**src/sv/ssg_pkg.sv**
```systemverilog
// Shared types, widths and constants of the spike-shape sample generator.
// No dependencies; every module of the block imports it.
package ssg_pkg;

  localparam int MAX_LENGTH    = 4096;
  localparam int AMP_FRAC_BITS = 15;

  localparam int IDX_W  = 12;
  localparam int LEN_W  = 13;
  localparam int SEL_W  = 2;
  localparam int AMP_W  = 16;
  localparam int CIDX_W = 2;

  // divider: numerator, denominator and quotient widths
  localparam int NUM_W  = 43;
  localparam int DEN_W  = 25;
  localparam int QUOT_W = 19;

  // 2^-y unit: Q16 fraction, Q30 mantissa
  localparam int FRAC_W = 16;
  localparam int R_W    = 30;
  localparam int M_W    = 31;
  localparam int EXP_W  = QUOT_W - FRAC_W;

  localparam logic [16:0] LOG2E_Q16   = 17'd94548;
  localparam logic [17:0] LOG2_10_Q16 = 18'd217706;
  // floor(d / 5) == (d * 52429) >> 18 for every length in range
  localparam logic [15:0] DIV5_MUL    = 16'd52429;
  localparam int          DIV5_SHIFT  = 18;

  localparam logic [AMP_W-1:0] AMP_ONE = AMP_W'(1 << AMP_FRAC_BITS);

  localparam logic [SEL_W-1:0] SHAPE_BOX  = 2'd0;
  localparam logic [SEL_W-1:0] SHAPE_TRI  = 2'd1;
  localparam logic [SEL_W-1:0] SHAPE_BELL = 2'd2;
  localparam logic [SEL_W-1:0] SHAPE_EXP  = 2'd3;

  localparam logic [CIDX_W-1:0] REG_SHAPE  = 2'd0;
  localparam logic [CIDX_W-1:0] REG_LENGTH = 2'd1;

  localparam logic [1:0] MODE_ZERO = 2'd0;
  localparam logic [1:0] MODE_ONE  = 2'd1;
  localparam logic [1:0] MODE_DIV  = 2'd2;
  localparam logic [1:0] MODE_POW  = 2'd3;

  typedef struct packed {
    logic       in_range;
    logic [1:0] mode;
  } ctl_t;

  typedef logic [R_W-1:0] r_tab_t [FRAC_W];

  function automatic logic [63:0] isqrt64(input logic [63:0] v_in);
    logic [63:0] v;
    logic [63:0] res;
    logic [63:0] b;
    v   = v_in;
    res = 64'd0;
    b   = 64'd1 << 62;
    for (int i = 0; i < 32; i++) begin
      if (v >= res + b) begin
        v   = v - (res + b);
        res = (res >> 1) + b;
      end else begin
        res = res >> 1;
      end
      b = b >> 2;
    end
    return res;
  endfunction

  // entry j is 2^-(2^(-1-j)) in Q30, used for fraction bit FRAC_W-1-j
  function automatic r_tab_t gen_r_tab();
    r_tab_t      tab;
    logic [63:0] r;
    r = isqrt64(64'd1 << 59);
    for (int j = 0; j < FRAC_W; j++) begin
      tab[j] = r[R_W-1:0];
      r      = isqrt64(r << 30);
    end
    return tab;
  endfunction

  localparam r_tab_t R_TAB = gen_r_tab();

endpackage

```
**src/sv/ssg_div.sv**
```systemverilog
// Restoring divider pipeline, one quotient bit per register stage.
// Depends on ssg_pkg; carries a control word alongside each beat.
module ssg_div (
  input  logic                      clk,
  input  logic                      rst_n,
  input  logic                      en,
  input  logic                      in_vld,
  input  logic [ssg_pkg::NUM_W-1:0] num,
  input  logic [ssg_pkg::DEN_W-1:0] den,
  input  ssg_pkg::ctl_t             in_ctl,
  output logic                      out_vld,
  output logic [ssg_pkg::QUOT_W-1:0] quot,
  output ssg_pkg::ctl_t             out_ctl
);
  import ssg_pkg::*;

  logic              vld_r  [QUOT_W];
  logic [NUM_W-1:0]  rem_r  [QUOT_W];
  logic [DEN_W-1:0]  den_r  [QUOT_W];
  logic [QUOT_W-1:0] quot_r [QUOT_W];
  ctl_t              ctl_r  [QUOT_W];

  for (genvar i = 0; i < QUOT_W; i++) begin : g_stage
    localparam int K = QUOT_W - 1 - i;
    logic              vld_i;
    logic [NUM_W-1:0]  rem_i;
    logic [DEN_W-1:0]  den_i;
    logic [QUOT_W-1:0] quot_i;
    ctl_t              ctl_i;
    logic [NUM_W-1:0]  trial;
    logic              ge;

    if (i == 0) begin : g_head
      assign vld_i  = in_vld;
      assign rem_i  = num;
      assign den_i  = den;
      assign quot_i = '0;
      assign ctl_i  = in_ctl;
    end else begin : g_body
      assign vld_i  = vld_r[i-1];
      assign rem_i  = rem_r[i-1];
      assign den_i  = den_r[i-1];
      assign quot_i = quot_r[i-1];
      assign ctl_i  = ctl_r[i-1];
    end

    assign trial = NUM_W'(den_i) << K;
    assign ge    = rem_i >= trial;

    always_ff @(posedge clk) begin
      if (!rst_n) begin
        vld_r[i] <= 1'b0;
      end else if (en) begin
        vld_r[i] <= vld_i;
      end
    end

    always_ff @(posedge clk) begin
      if (en) begin
        rem_r[i]  <= ge ? rem_i - trial : rem_i;
        den_r[i]  <= den_i;
        quot_r[i] <= quot_i | (QUOT_W'(ge) << K);
        ctl_r[i]  <= ctl_i;
      end
    end
  end

  assign out_vld = vld_r[QUOT_W-1];
  assign quot    = quot_r[QUOT_W-1];
  assign out_ctl = ctl_r[QUOT_W-1];

endmodule

```
**config.mk**
```make
export PLATFORM = sky130hd
export DESIGN_NAME = ssg_div
export DESIGN_NICKNAME = d
export VERILOG_FILES = /design/src/sv/ssg_pkg.sv /design/src/sv/ssg_div.sv
export SDC_FILE = /design/constraint.sdc
export NUM_CORES = 2
export LEC_CHECK = 0
export ABC_AREA = 0
export BUFFER_PORTS_ARGS = -buffer_cell sky130_fd_sc_hd__buf_2
export CORE_ASPECT_RATIO = 0.8
export CORE_MARGIN = 5
export CORE_UTILIZATION = 60
export CTS_CLUSTER_DIAMETER = 120
export DETAILED_ROUTE_END_ITERATION = 10
export PLACE_DENSITY_LB_ADDON = 0.05
export SYNTH_ARGS = -nofsm -noshare
export SYNTH_HDL_FRONTEND = slang
export SYNTH_SLANG_ARGS = --single-unit
```
**constraint.sdc**
```tcl
create_clock -name clk -period 5.6 [get_ports clk]
set_input_delay 0.28 -clock clk [delete_from_list [all_inputs] [get_ports clk]]
set_output_delay 0.28 -clock clk [all_outputs]
set_load 0.05 [all_outputs]
```
Yosys cells after proc, flatten, opt, wreduce, memory -nomap -nowiden --
Memory sizes are Yosys's and may differ from the RTL's. Index checks and enable logic that the tools add are counted.
Storage, ports and cells: bits in registers 0, bits in writable memories 1729, output and inout bits 23, word-level logic and storage cells 123, memories 5
Cells by class: $add $sub $neg 19, magnitude comparators 19, mux-type cells 43, bitwise operators 37
Memory list:
- rem_r | depth 19, width 43, read ports 18, clocked after Yosys merged registers in 0, write ports 19, RTL line ssg_div.sv:18 | logic [NUM_W-1:0] rem_r [QUOT_W];
- den_r | depth 19, width 25, read ports 18, clocked after Yosys merged registers in 0, write ports 19, RTL line ssg_div.sv:19 | logic [DEN_W-1:0] den_r [QUOT_W];
- quot_r | depth 19, width 19, read ports 19, clocked after Yosys merged registers in 0, write ports 19, RTL line ssg_div.sv:20 | logic [QUOT_W-1:0] quot_r [QUOT_W];
- ctl_r | depth 19, width 3, read ports 19, clocked after Yosys merged registers in 0, write ports 19, RTL line ssg_div.sv:21 | ctl_t ctl_r [QUOT_W];
- vld_r | depth 19, width 1, read ports 19, clocked after Yosys merged registers in 0, write ports 19, RTL line ssg_div.sv:17 | logic vld_r [QUOT_W];
Operators with widths (count):
- $mux W43 | 19
- $ge A43 B25 Y1 | 1
- $ge A43 B26 Y1 | 1
- $ge A43 B27 Y1 | 1
- $ge A43 B28 Y1 | 1
- $ge A43 B29 Y1 | 1
- $ge A43 B30 Y1 | 1
- $ge A43 B31 Y1 | 1
- $ge A43 B32 Y1 | 1
- $ge A43 B33 Y1 | 1
- $ge A43 B34 Y1 | 1
- $ge A43 B35 Y1 | 1
- $ge A43 B36 Y1 | 1
- $ge A43 B37 Y1 | 1
- $ge A43 B38 Y1 | 1
- $ge A43 B39 Y1 | 1
- $ge A43 B40 Y1 | 1
- $ge A43 B41 Y1 | 1
- $ge A43 B42 Y1 | 1
- $ge A43 B43 Y1 | 1
- $sub A43 B25 Y43 | 1
- $sub A43 B26 Y43 | 1
- $sub A43 B27 Y43 | 1
- $sub A43 B28 Y43 | 1
- other kinds (35) | 76

Logic depth before layout (Yosys ltp) --
depth in word-level cells 4, mapped depth 15, mapped depth without buffers 13

Least setup slack after synthesis --
OpenSTA, ideal clock, no wires.
kind register to register, start memory den_r[8][0], end memory rem_r[9][22] (data pin), arrival time 3252 ps, data required time 5340 ps, setup slack 2088 ps, stages on the path, launching flop included 12, buffers on the path 2, period minus slack after synthesis 3512 ps, cells stage by stage edfxtp_1 ha_1 fa_1 nand2b_1 a21oi_1 a211oi_1 o41ai_1 a31oi_1 o21bai_1 clkbuf_1 clkbuf_1 mux2_2
RTL lines (RTL line):
- start, declared | ssg_div.sv:19
- end, declared | ssg_div.sv:18

==> reports/results.txt <==
Final Slew Violations: 0
Power Internal: 28,200 µW
Net switching power: 15,700 µW
Vias per inst: 5.99
Critical path endpoint: rem_r[5][41]
Ys flop type: edfxtp_1
Grt total ovfl: 0
# nets final: 7,612
Drt first pass iters: 6
Register Area: 0.0447 mm²
Post-synth top cells: 1,489 x edfxtp_1, 612 x inv_1, 557 x a21oi_1
Syn nets: 7,428
Layout fillers: 9,909
CTS-repair resized insts: 0
Worst Path Required: 6120 ps
Worst-path clk slew: 60 ps
CTS tree: yes
Gate power share: 0.374
Synth top area share: 0.566
Worst-path maximum fanout: 39
Area of the die: 0.139 mm²
Wire per inst: 20.6 µm
Final HPWL from detailed placement: 136 mm
IO Port Bufs: 97
Critical path class: reg -> reg
Layout area overhead: 10.2%
Initial antenna violation count: 2
Number of synthesized flops with an enable pin: 1,489
Fraction of registers with async set/reset: 0
Avg Cell Area, Syn: 11.5 µm²
Final period util: 0.767
Total CTS buffers: 149
DRT antenna net count: 0
Post-synthesis sequential area ratio: 0.566
Clock Tree Root: clkbuf_16
DRC: 0
Core Util, Final: 0.664
Max H-tree Level: 4
Reg2reg start: rem_r[4][13]
Final WL: 184 mm
Sum Neg Setup Slack: 0 ps
Reg2Reg Depth: 13
Dpl cells: 8,573
Max-cap violations: 0
Bufs on Longest Clock Path: 3
Critical Path Start: rem_r[4][13]
Data arrival, critical path: 4810 ps
Post-synth top area cell: edfxtp_1
Pwr Density: 505 mW/mm²
Startpoint Class: register
Cell with the most instances after synthesis: edfxtp_1
Yosys cell types: 94
DR iter-0 viols: 5,522
GR Util All Layers: 0.261
Die height: 335 µm
Setup violators final: 0
Ports: 98
Reg power frac: 0.398
Synthesized area: 0.0790 mm²
Clk Latency, worst-skew pair: 780 ps
Net Sw Frac: 0.357
Flops & latches, synth: 1,490
Period minus WS final: 4300 ps
Die width: 416 µm
Power share of the clock group: 0.227
Worst Hold Class: in -> reg
Worst R2R End: rem_r[5][41]
Vias post-DR: 53,467
Vias in the first global route: 50,356
Unrepaired setup endpoints after global routing: false
GPL Wtd Cong: 0.949
Status: completed
Fin Clk Skew: 23.9 ps
CP Capture Type: register
Clock tree sinks: 1,490
Final Hold Fails: 0
Synthesis Warnings: 0
VDD IR-drop max: 0.000349 V
Power consumption: 44,000 µW
Area contributors post-synth: edfxtp_1 57%, ha_1 7.5%, a21oi_1 3.5%
Slew HR: 0.127
Fin cells: 8,919
Synthesized instance count: 6,860
Least-Margin Pin Slew: 1310 ps
Core area: 0.131 mm²
Reg2Reg Setup Slack: 1300 ps
Fmax: 233 MHz
Starting Density: 0.602
Dpl cell area: 0.0814 mm²
Largest net degree at the start of global routing: 206
Area of the multi-input gates: 0.0313 mm²
# rows: 119
Leakage: 0.0338 µW
Share of cells above drive strength 1: 0.0702
First-pass GRT wire length: 287 mm
Post-route cell area: 0.0871 mm²
[power by group through the flow]
stage          sequential, µW  combinational [µW]  clock, µW
4_1_cts                 17500               16200      10200
3_3_place_gp            17700               15900          0
5_1_grt                 17700               18300      10700
3_5_place_dp            17700               16100          0
2_1_floorplan           16700               12400          0
6_report                17500               16500      10000
[worst min-delay path by stage]
stage	slack [ps]	start	end	cells past startpoint
after floorplan	380	in_ctl[0]	ctl_r[0][0]	0
after global placement	400	ctl_r[13][2]	ctl_r[14][2]	0
after detailed placement	400	ctl_r[5][1]	ctl_r[6][1]	0
after CTS	20	en	rem_r[6][30]	1
after global routing	50	en	rem_r[6][30]	1
final	70	en	den_r[10][23]	1
[layout by cell type, fill, tap and decap left out, types with 21 or more instances in the layout]
cell type	Yosys	routed
edfxtp_1	1489	1489
inv_1	612	612
a21oi_1	557	556
nand2_1	503	503
ha_1	475	475
nor2_1	446	446
o21ai_0	436	435
xnor2_1	284	284
xor2_1	237	237
a21o_1	190	190
clkbuf_16	0	151
nand3_1	121	121
nor3_1	118	117
buf_2	7	96
nor4_1	91	91
mux2_2	83	83
nand4_1	81	81
dlygate4sd3_1	0	74
nand2b_1	69	69
and3_1	66	66
nor2b_1	63	63
o21a_1	62	62
o21bai_1	54	53
o31ai_1	48	48
a211oi_1	48	48
a31oi_1	46	46
or3_1	35	35
clkinv_1	1	30
buf_4	6	28
o211ai_1	24	24
clkinv_2	0	24
and2_1	21	21
[metal layers]
metal / up-vias / share of wire / GRT usage
met5: - / 0 / 0
met4: 0 / 0.018 / 0.0595
met3: 221 / 0.069 / 0.0456
met2: 1647 / 0.45 / 0.403
met1: 25849 / 0.46 / 0.390
li1: 25750 / - / -
[stage by stage]
step / hold WS, ps / setup WS (ps)
floorplan: 379 / 2090
global placement: 400 / 1420
detailed placement: 405 / 1370
CTS: 23.0 / 1330
global route: 53.0 / 907
finish: 67.9 / 1300
[cell families (layout without fill, tap and decap cells)]
family,count (synthesis),count (layout),share of synthesized area
AO/OA/AOI/OAI,1696,1696,0.133
multiplexers,101,101,0.0148
buffers and inverters,789,1093,0.0384
flip-flops,1490,1490,0.566
AND/OR/NAND/NOR,1770,1770,0.110
other,0,1,0
adder cells (fa/ha/maj),493,493,0.0798
XOR/XNOR,521,521,0.0578
[registers in the layout, summed over array words and instances (netlist names)]
name	cells
den_r	450
rem_r	774
vld_r	19
quot_r	190
ctl_r	57
[repair_timing]
item	CTS	global route
hold buffers	74	0
setup buffers	0	0
endpoints found under the hold margin	90	0
[critical path: stages, from the launching register on]
cell and delay [ps]:
edfxtp_1 350, inv_1 50, ha_1 220, fa_1 410
nor2b_1 190, o31a_1 160, nor2_1 70, o22ai_1 510
a211oi_1 290, o211a_1 320, o21ai_4 780, buf_4 320
nor3b_1 250, xor2_1 90
[layout make-up]
cell class / instances / share of cell area
sequential: 1490 / 0.514
inverter: 614 / 0.0265
clock inverter: 101 / 0.0119
timing repair buffer: 208 / 0.0187
multi-input combinational: 4581 / 0.360
clock buffer: 170 / 0.0442
antenna: 1 / 0.0000287
tap: 1754 / 0.0252
Note: power is estimated with default switching activity, not from simulation.
